**src/rtl/olc_pkg.sv**
```systemverilog
`timescale 1ns / 1ps
package olc_pkg;

  // Field widths of the words on the two streaming channels and of the registers.
  localparam int POT_BITS    = 12;
  localparam int DUTY_BITS   = 13;
  localparam int TIME_BITS   = 40;
  localparam int MS16_BITS   = 16;
  localparam int TMO_BITS    = 24;
  localparam int THR_BITS    = 3;

  localparam int WINDOW_SIZE_DEF = 5;

  // Full-scale potentiometer reading.
  localparam logic [POT_BITS-1:0] POT_FULL = POT_BITS'(4095);

  // Configuration port geometry.
  localparam int APB_DATA_BITS = 32;
  localparam int APB_ADDR_BITS = 5;
  localparam int REG_IDX_BITS  = 3;

  // Register indexes.
  localparam logic [REG_IDX_BITS-1:0] REG_TIMEOUT   = 3'd0;
  localparam logic [REG_IDX_BITS-1:0] REG_MIN_DUTY  = 3'd1;
  localparam logic [REG_IDX_BITS-1:0] REG_HYST      = 3'd2;
  localparam logic [REG_IDX_BITS-1:0] REG_THRESHOLD = 3'd3;
  localparam logic [REG_IDX_BITS-1:0] REG_FADE_ONOFF = 3'd4;
  localparam logic [REG_IDX_BITS-1:0] REG_FADE_ADJ  = 3'd5;
  localparam logic [REG_IDX_BITS-1:0] REG_POLL_ACT  = 3'd6;
  localparam logic [REG_IDX_BITS-1:0] REG_POLL_IDLE = 3'd7;

  // Register reset values.
  localparam logic [TMO_BITS-1:0]  RST_TIMEOUT    = TMO_BITS'(10 * 1000);
  localparam logic [DUTY_BITS-1:0] RST_MIN_DUTY   = DUTY_BITS'(410);
  localparam logic [DUTY_BITS-1:0] RST_HYST       = DUTY_BITS'(50);
  localparam logic [THR_BITS-1:0]  RST_THRESHOLD  = THR_BITS'(3);
  localparam logic [MS16_BITS-1:0] RST_FADE_ONOFF = MS16_BITS'(500);
  localparam logic [MS16_BITS-1:0] RST_FADE_ADJ   = MS16_BITS'(100);
  localparam logic [MS16_BITS-1:0] RST_POLL_ACT   = MS16_BITS'(50);
  localparam logic [MS16_BITS-1:0] RST_POLL_IDLE  = MS16_BITS'(200);

  typedef struct packed {
    logic                 motion_raw;
    logic [POT_BITS-1:0]  pot_level;
    logic [TIME_BITS-1:0] now_ms;
  } in_item_t;

  typedef struct packed {
    logic                 lights_on;
    logic                 motion_present;
    logic                 fade_start;
    logic [DUTY_BITS-1:0] duty_goal;
    logic [MS16_BITS-1:0] fade_time_ms;
    logic [MS16_BITS-1:0] next_poll_ms;
  } out_item_t;

  typedef struct packed {
    logic [TMO_BITS-1:0]  vacancy_ms;
    logic [DUTY_BITS-1:0] duty_floor;
    logic [DUTY_BITS-1:0] duty_hysteresis;
    logic [THR_BITS-1:0]  motion_threshold;
    logic [MS16_BITS-1:0] fade_switch_ms;
    logic [MS16_BITS-1:0] fade_trim_ms;
    logic [MS16_BITS-1:0] poll_lit_ms;
    logic [MS16_BITS-1:0] poll_dark_ms;
  } cfg_t;

endpackage

```
**src/rtl/olc_cfg_regs.sv**
```systemverilog
`timescale 1ns / 1ps
module olc_cfg_regs import olc_pkg::*; (
  input  logic                     clk,
  input  logic                     rst_n,
  input  logic                     psel,
  input  logic                     penable,
  input  logic                     pwrite,
  input  logic [APB_ADDR_BITS-1:0] paddr,
  input  logic [APB_DATA_BITS-1:0] pwdata,
  output logic [APB_DATA_BITS-1:0] prdata,
  output cfg_t                     cfg
);

  cfg_t                    cfg_r;
  logic [REG_IDX_BITS-1:0] idx;
  logic                    wr_en;

  assign idx   = paddr[APB_ADDR_BITS-1:2];
  assign wr_en = psel && penable && pwrite;
  assign cfg   = cfg_r;

  always_ff @(posedge clk) begin
    if (!rst_n) begin
      cfg_r.vacancy_ms       <= RST_TIMEOUT;
      cfg_r.duty_floor       <= RST_MIN_DUTY;
      cfg_r.duty_hysteresis  <= RST_HYST;
      cfg_r.motion_threshold <= RST_THRESHOLD;
      cfg_r.fade_switch_ms   <= RST_FADE_ONOFF;
      cfg_r.fade_trim_ms     <= RST_FADE_ADJ;
      cfg_r.poll_lit_ms      <= RST_POLL_ACT;
      cfg_r.poll_dark_ms     <= RST_POLL_IDLE;
    end else if (wr_en) begin
      case (idx)
        REG_TIMEOUT:    cfg_r.vacancy_ms       <= pwdata[TMO_BITS-1:0];
        REG_MIN_DUTY:   cfg_r.duty_floor       <= pwdata[DUTY_BITS-1:0];
        REG_HYST:       cfg_r.duty_hysteresis  <= pwdata[DUTY_BITS-1:0];
        REG_THRESHOLD:  cfg_r.motion_threshold <= pwdata[THR_BITS-1:0];
        REG_FADE_ONOFF: cfg_r.fade_switch_ms   <= pwdata[MS16_BITS-1:0];
        REG_FADE_ADJ:   cfg_r.fade_trim_ms     <= pwdata[MS16_BITS-1:0];
        REG_POLL_ACT:   cfg_r.poll_lit_ms      <= pwdata[MS16_BITS-1:0];
        REG_POLL_IDLE:  cfg_r.poll_dark_ms     <= pwdata[MS16_BITS-1:0];
        default: ;
      endcase
    end
  end

  always_comb begin
    case (idx)
      REG_TIMEOUT:    prdata = APB_DATA_BITS'(cfg_r.vacancy_ms);
      REG_MIN_DUTY:   prdata = APB_DATA_BITS'(cfg_r.duty_floor);
      REG_HYST:       prdata = APB_DATA_BITS'(cfg_r.duty_hysteresis);
      REG_THRESHOLD:  prdata = APB_DATA_BITS'(cfg_r.motion_threshold);
      REG_FADE_ONOFF: prdata = APB_DATA_BITS'(cfg_r.fade_switch_ms);
      REG_FADE_ADJ:   prdata = APB_DATA_BITS'(cfg_r.fade_trim_ms);
      REG_POLL_ACT:   prdata = APB_DATA_BITS'(cfg_r.poll_lit_ms);
      REG_POLL_IDLE:  prdata = APB_DATA_BITS'(cfg_r.poll_dark_ms);
      default:        prdata = '0;
    endcase
  end

endmodule

```
**src/rtl/olc_duty_scale.sv**
```systemverilog
`timescale 1ns / 1ps
module olc_duty_scale import olc_pkg::*; (
  input  logic [POT_BITS-1:0]  pot_level,
  input  logic [DUTY_BITS-1:0] duty_floor,
  output logic [DUTY_BITS-1:0] duty
);

  // Computes max(floor(pot_level * 8191 / 4095), duty_floor) with no multiplier.
  // Division by 4095 = 2^12 - 1 uses the series x/4096 * (1 + 2^-12 + 2^-24),
  // which lands on the true quotient or one below it; one compare fixes that.
  localparam int XW = POT_BITS + DUTY_BITS;
  localparam int SW = XW + 2;

  logic [XW-1:0] prod;
  logic [SW-1:0] series;
  logic [SW-1:0] q0;
  logic [SW-1:0] rem;
  logic [SW-1:0] q;
  logic [DUTY_BITS-1:0] scaled;

  always_comb begin
    prod   = ({{DUTY_BITS{1'b0}}, pot_level} << DUTY_BITS) - XW'(pot_level);
    series = SW'(prod) + SW'(prod >> 12) + SW'(prod >> 24);
    q0     = series >> 12;
    rem    = SW'(prod) + q0 - (q0 << 12);
    q      = (rem >= SW'(POT_FULL)) ? q0 + SW'(1) : q0;
    scaled = q[DUTY_BITS-1:0];
    duty   = (scaled < duty_floor) ? duty_floor : scaled;
  end

endmodule

```
**src/rtl/olc_core.sv**
```systemverilog
`timescale 1ns / 1ps
module olc_core import olc_pkg::*; #(
  parameter int WINDOW_SIZE = WINDOW_SIZE_DEF
) (
  input  logic      clk,
  input  logic      rst_n,
  input  logic      step,
  input  in_item_t  item,
  input  cfg_t      cfg,
  output out_item_t result
);

  localparam int CW   = $clog2(WINDOW_SIZE + 1);
  localparam int CMPW = (CW > THR_BITS) ? CW : THR_BITS;

  logic [WINDOW_SIZE-1:0] win_r, win_nxt;
  logic                   lights_r, lights_nxt;
  logic [TIME_BITS-1:0]   last_r, last_nxt;
  logic [DUTY_BITS-1:0]   applied_r, applied_nxt;

  logic [WINDOW_SIZE:0]   win_shift;
  logic [CW-1:0]          count;
  logic                   motion;
  logic [DUTY_BITS-1:0]   desired;
  logic [DUTY_BITS-1:0]   delta;
  logic [TIME_BITS-1:0]   idle_time;
  logic                   fade;
  logic [DUTY_BITS-1:0]   target;
  logic [MS16_BITS-1:0]   ftime;
  logic [MS16_BITS-1:0]   poll;

  olc_duty_scale u_scale (
    .pot_level  (item.pot_level),
    .duty_floor (cfg.duty_floor),
    .duty       (desired)
  );

  always_comb begin
    win_shift = {win_r, item.motion_raw};
    win_nxt   = win_shift[WINDOW_SIZE-1:0];
    count     = '0;
    for (int i = 0; i < WINDOW_SIZE; i++) begin
      count = count + CW'(win_nxt[i]);
    end
    motion = CMPW'(count) >= CMPW'(cfg.motion_threshold);

    lights_nxt  = lights_r;
    last_nxt    = last_r;
    applied_nxt = applied_r;
    fade        = 1'b0;
    target      = '0;
    ftime       = '0;
    delta       = (desired > applied_r) ? desired - applied_r : applied_r - desired;
    idle_time   = '0;

    if (!lights_r) begin
      if (motion) begin
        applied_nxt = desired;
        fade        = 1'b1;
        target      = desired;
        ftime       = cfg.fade_switch_ms;
        last_nxt    = item.now_ms;
        lights_nxt  = 1'b1;
      end
    end else begin
      if (motion) begin
        last_nxt = item.now_ms;
      end
      if (delta > cfg.duty_hysteresis) begin
        applied_nxt = desired;
        fade        = 1'b1;
        target      = desired;
        ftime       = cfg.fade_trim_ms;
      end
      // A turn-off overrides an adjustment made in the same poll.
      idle_time = item.now_ms - last_nxt;
      if (idle_time >= TIME_BITS'(cfg.vacancy_ms)) begin
        applied_nxt = '0;
        fade        = 1'b1;
        target      = '0;
        ftime       = cfg.fade_switch_ms;
        lights_nxt  = 1'b0;
      end
    end

    if (!fade) begin
      target = applied_nxt;
    end
    poll = lights_nxt ? cfg.poll_lit_ms : cfg.poll_dark_ms;
    if (poll == '0) begin
      poll = MS16_BITS'(1);
    end

    result.lights_on      = lights_nxt;
    result.motion_present = motion;
    result.fade_start     = fade;
    result.duty_goal      = target;
    result.fade_time_ms   = ftime;
    result.next_poll_ms   = poll;
  end

  always_ff @(posedge clk) begin
    if (!rst_n) begin
      win_r     <= '0;
      lights_r  <= 1'b0;
      last_r    <= '0;
      applied_r <= '0;
    end else if (step) begin
      win_r     <= win_nxt;
      lights_r  <= lights_nxt;
      last_r    <= last_nxt;
      applied_r <= applied_nxt;
    end
  end

endmodule

```
**src/rtl/occupancy_light_controller.sv**
```systemverilog
`timescale 1ns / 1ps
// A word accepted into the input register moves into the result register once
// that register is free, and its result word then shows on out_data.
// Throughput: one word per cycle; in_stall rises only when the input register
// holds a word and the result register holds a word that the receiver stalls.
// Reset (rst_n low, synchronous): both stages empty, motion window cleared, lights
// off, last-motion time and applied duty zero, all registers at their defaults.
module occupancy_light_controller import olc_pkg::*; #(
  parameter int WINDOW_SIZE = WINDOW_SIZE_DEF
) (
  input  logic                     clk,
  input  logic                     rst_n,
  // Poll input channel.
  input  logic                     in_valid,
  output logic                     in_stall,
  input  in_item_t                 in_data,
  // Result channel.
  output logic                     out_valid,
  input  logic                     out_stall,
  output out_item_t                out_data,
  // Configuration port.
  input  logic                     cfg_psel,
  input  logic                     cfg_penable,
  input  logic                     cfg_pwrite,
  input  logic [APB_ADDR_BITS-1:0] cfg_paddr,
  input  logic [APB_DATA_BITS-1:0] cfg_pwdata,
  output logic [APB_DATA_BITS-1:0] cfg_prdata,
  output logic                     cfg_pready
);

  // Stage one holds the accepted poll word; stage two holds its result word.
  logic      in_valid_r, in_valid_nxt;
  in_item_t  in_item_r;
  logic      out_valid_r, out_valid_nxt;
  out_item_t out_item_r;

  cfg_t      cfg;
  out_item_t result;
  logic      out_free;
  logic      advance;
  logic      in_take;

  assign cfg_pready = 1'b1;

  olc_cfg_regs u_cfg (
    .clk     (clk),
    .rst_n   (rst_n),
    .psel    (cfg_psel),
    .penable (cfg_penable),
    .pwrite  (cfg_pwrite),
    .paddr   (cfg_paddr),
    .pwdata  (cfg_pwdata),
    .prdata  (cfg_prdata),
    .cfg     (cfg)
  );

  // The controller state advances exactly when a poll moves into the result
  // register, so the next poll in stage one always sees up-to-date state.
  olc_core #(
    .WINDOW_SIZE (WINDOW_SIZE)
  ) u_core (
    .clk    (clk),
    .rst_n  (rst_n),
    .step   (advance),
    .item   (in_item_r),
    .cfg    (cfg),
    .result (result)
  );

  // The result register frees up when it is empty or being taken this cycle.
  assign out_free = !out_valid_r || !out_stall;
  assign advance  = in_valid_r && out_free;
  // Stage one only blocks when it holds a word that cannot move on.
  assign in_stall = in_valid_r && !out_free;
  assign in_take  = in_valid && !in_stall;

  assign out_valid = out_valid_r;
  assign out_data  = out_item_r;

  always_comb begin
    in_valid_nxt  = in_take ? 1'b1 : (advance ? 1'b0 : in_valid_r);
    out_valid_nxt = advance ? 1'b1 : (out_free ? 1'b0 : out_valid_r);
  end

  always_ff @(posedge clk) begin
    if (!rst_n) begin
      in_valid_r  <= 1'b0;
      out_valid_r <= 1'b0;
    end else begin
      in_valid_r  <= in_valid_nxt;
      out_valid_r <= out_valid_nxt;
    end
  end

  always_ff @(posedge clk) begin
    if (in_take) begin
      in_item_r <= in_data;
    end
    if (advance) begin
      out_item_r <= result;
    end
  end

endmodule

```
**config.mk**
```make
export PLATFORM = sky130hd
export DESIGN_NAME = occupancy_light_controller
export DESIGN_NICKNAME = d
export VERILOG_FILES = /design/src/rtl/olc_pkg.sv /design/src/rtl/olc_cfg_regs.sv /design/src/rtl/olc_duty_scale.sv /design/src/rtl/olc_core.sv /design/src/rtl/occupancy_light_controller.sv
export SDC_FILE = /design/constraint.sdc
export NUM_CORES = 1
export LEC_CHECK = 0
export BUFFER_PORTS_ARGS = -buffer_cell sky130_fd_sc_hd__buf_2
export CAP_MARGIN = 5
export CORE_MARGIN = 1.5
export CORE_UTILIZATION = 30
export CTS_CLUSTER_DIAMETER = 100
export DETAILED_ROUTE_END_ITERATION = 16
export HOLD_SLACK_MARGIN = 0.06
export PLACE_DENSITY = 0.55
export SLEW_MARGIN = 0
export SYNTH_ARGS = -nofsm -noshare
export SYNTH_HDL_FRONTEND = slang
export SYNTH_SLANG_ARGS = --single-unit
export TNS_END_PERCENT = 30
```
**constraint.sdc**
```tcl
create_clock -name clk -period 23.9 [get_ports clk]
set_input_delay 1.195 -clock clk [delete_from_list [all_inputs] [get_ports clk]]
set_output_delay 1.195 -clock clk [all_outputs]
set_load 0.01 [all_outputs]
```
==> impl_metrics.ini <==
[critical_path]
start_kind = flop
cp_data_arrival_time_ns = 17.50
crit_path_max_incr_delay_ns = 0.69
path_class = flop to flop
worst-path-max-fanout = 18
critPathSlowestCell = o22a_1
cp_num_buf_inv = 6
cp-end-kind = flop
crit_required_ns = 24.11
critical-path-top-delay-family = simple AND/OR/NAND/NOR gates

[yosys]
syn-instance-count = 2334
synth_top_area_share_pct = 17.36
ys_types = 111
synth_edf_count = 101
async_flop_share_pct = 0
ys.flop_type = dfxtp_1
synth_common_cells = nand2_1, ha_1, dfxtp_1
muxShareOfSynthArea_pct = 8.003
synthSimpleGateAreaFrac_pct = 17.19
syn-cell-area_um2 = 20420
yosysTopAreaCell = dfxtp_1
yosysSeqAreaShare_pct = 32.21
avgSynthCellArea_um2 = 8.748
synth_compound_area_share_pct = 21.44
yosysWarnings = 0
synthXorXnorAreaFrac_pct = 3.554
yosys-top-cells-area = dfxtp_1, edfxtp_1, ha_1
ys_ff_latch = 278
yosysMostFrequentCell = nand2_1
synth_top_family_by_area = compound AO/OA/AOI/OAI gates
synthAdderAreaFrac_pct = 11.68

[power]
clockPowerShare_pct = 39.6
combPwrFrac_pct = 26.8
switching_power_w = 0.0004959
p_leak_nw = 9.212
peakVddDrop_uv = 48.68
p_int_w = 0.001034
swShare_pct = 32.41
power_density_nw_per_um2 = 65.69
seqPwrFrac_pct = 33.7

[floorplan]
core_area_um2 = 67280
die_w_um = 263.9
io_pins = 180
start_util_pct = 30.35
die_h_um = 263.9
die_area_um2 = 69630
row_count = 95

[routing]
antenna_left = 0
vias = 17400
drc_errors = 0
viasPerCell = 5.210
avgRoutedWirePerCell_um = 18.86
drtPass1Iterations = 5
drtIter0Drc = 1250
totalWireLength_um = 62990

[placement]
place_worst_setup_slack_ns = 6.669
dp_hpwl_um = 47980
routabilityCongestion = 0.9131
port_buffers = 160

[clock_network]
cts_resized = 0
clock-sinks = 278
clockBufferDepth = 3
postCtsSetupBuffers = 0
clkSlewWorstSetupHoldPaths_ns = 0.06
cts_tree = yes
cts_made_buffers = 37
ctsHoldBuffers = 0
clockRootBuffer = clkbuf_16
clk_latency_ns = 0.58
htreeDepth = 2

[grt]
grt_max_degree = 87
grt_pass1_wl_um = 96830
gr-usage-all-layers_pct = 17.53
grt_pass1_vias = 16630
gr-total-overflow = 0
antenna_found_initial = 7

[status]
status = finished, final reports clean

[cells_and_area]
layout-drive-gt1-share_pct = 14.24
multi_input_area_um2 = 12680
fill_cells = 6980
finalNetCount = 2720
seqCellArea_um2 = 6576
syn_to_final_growth_pct = 14.08

[timing]
drv_slew = 0
slew_headroom_pct = 28.22
period_share_pct = 72.33
fin_skew_ns = 0.03695
post-route-min-period_ns = 17.29
rsz0062_at_grt = no
setup_slack_ns = 6.612
fin_setup_tns_ns = 0
max_freq_mhz = 57.84
finalSetupViolations = 0
worst_slew_pin_slew_ns = 1.077
final-hold-violation-count = 0

[job]
max-cap-violations = 0

[worst_hold_path]
hp-class = flop to flop
-- power groups by stage --
| stage | sequential (W) | clock (W) | combinational, W |
|---|---|---|---|
| 6_report | 0.000515 | 0.000605 | 0.000410 |
| 4_1_cts | 0.000515 | 0.000623 | 0.000410 |
| 3_5_place_dp | 0.000526 | 0 | 0.000407 |
| 2_1_floorplan | 0.000523 | 0 | 0.000299 |
| 5_1_grt | 0.000517 | 0.000641 | 0.000452 |
| 3_3_place_gp | 0.000525 | 0 | 0.000402 |
-- cell families after synthesis --
kind of cell / Yosys count
multiplexers: 141
AND/OR/NAND/NOR: 754
flip-flops: 278
adder cells (fa/ha/maj): 187
other: 2
AO/OA/AOI/OAI: 599
buffers and inverters: 291
XOR/XNOR: 82
-- placed cells by master, fill, tap and decap left out, drive strengths merged, types with 10 or more instances in the layout --
cell and count:
a2111oi 10, a211oi 25, a21boi 119, a21o 37, a21oi 116, a31oi 14
and2 26, and3 13, buf 180, clkbuf 45, clkinv 12, dfxtp 177
edfxtp 101, ha 181, inv 167, mux2 25, mux2i 111, nand2 397
nand2b 17, nand3 39, nand4 37, nor2 101, nor2b 23, nor3 39
nor4 18, o211a 13, o211ai 21, o21a 30, o21ai 88, o21bai 15
o22ai 16, o2bb2ai 14, o31ai 13, xnor2 55, xor2 27
-- sequential cells by signal, indices dropped and copies added, names as in the netlist --
signal	cells
out_data	48
u_core.applied_r	13
u_core.lights_r	1
u_core.win_r	4
u_core.last_r	40
in_valid_r	1
in_item_r	53
out_valid	1
u_cfg.cfg	117
-- layer usage --
metal,vias up,GRT usage (%),part of all wire [%],wire length [µm]
met5,-,0,0.11,67
met4,10,5.514,2.9,1807
met3,102,2.703,5.0,3132
met2,439,28.57,46,28720
met1,8301,23.74,46,29250
li1,8543,-,-,-
-- worst paths after layout --
path,start,end,slack (ns),depth (start not counted)
max,in_item_r[40],out_data[34],6.61,63
min,u_cfg.cfg[74],u_cfg.cfg[74],0.46,2
max reg2reg,in_item_r[40],out_data[34],6.61,63
min reg2reg,u_cfg.cfg[74],u_cfg.cfg[74],0.46,2
-- worst register-to-register path, delay by kind of cell, from the launching register on --
family | cells | cell delay, ns
AO/OA/AOI/OAI | 25 | 5.65
XOR/XNOR | 2 | 0.47
adder cells (fa/ha/maj) | 7 | 2.41
buffers and inverters | 6 | 1.27
flip-flops | 1 | 0.65
multiplexers | 2 | 0.76
AND/OR/NAND/NOR | 21 | 5.71
-- area by class of cell --
cell class	count	area share, %
inverter	167	2.697
sequential	278	28.23
antenna	1	0.01074
tap	873	4.690
clock buffer	45	4.416
timing repair buffer	180	4.093
clock inverter	23	1.413
multi-input combinational	1772	54.45
-- through the flow --
step | std cells | instance area (µm²) | power, W | util [%] | hold WS, ns
6_report | 3339 | 23290 | 0.001530 | 34.62 | 0.4642
3_3_place_gp | 3270 | 21930 | 0.0009276 | 32.60 | 0.4511
4_1_cts | 3338 | 23290 | 0.001548 | 34.62 | 0.4666
5_1_grt | 3339 | 23290 | 0.001610 | 34.62 | 0.4805
3_5_place_dp | 3270 | 21930 | 0.0009322 | 32.60 | 0.4589
2_1_floorplan | 2341 | 20440 | 0.0008226 | - | 0.4428
Note: power is estimated with default switching activity, not from simulation.
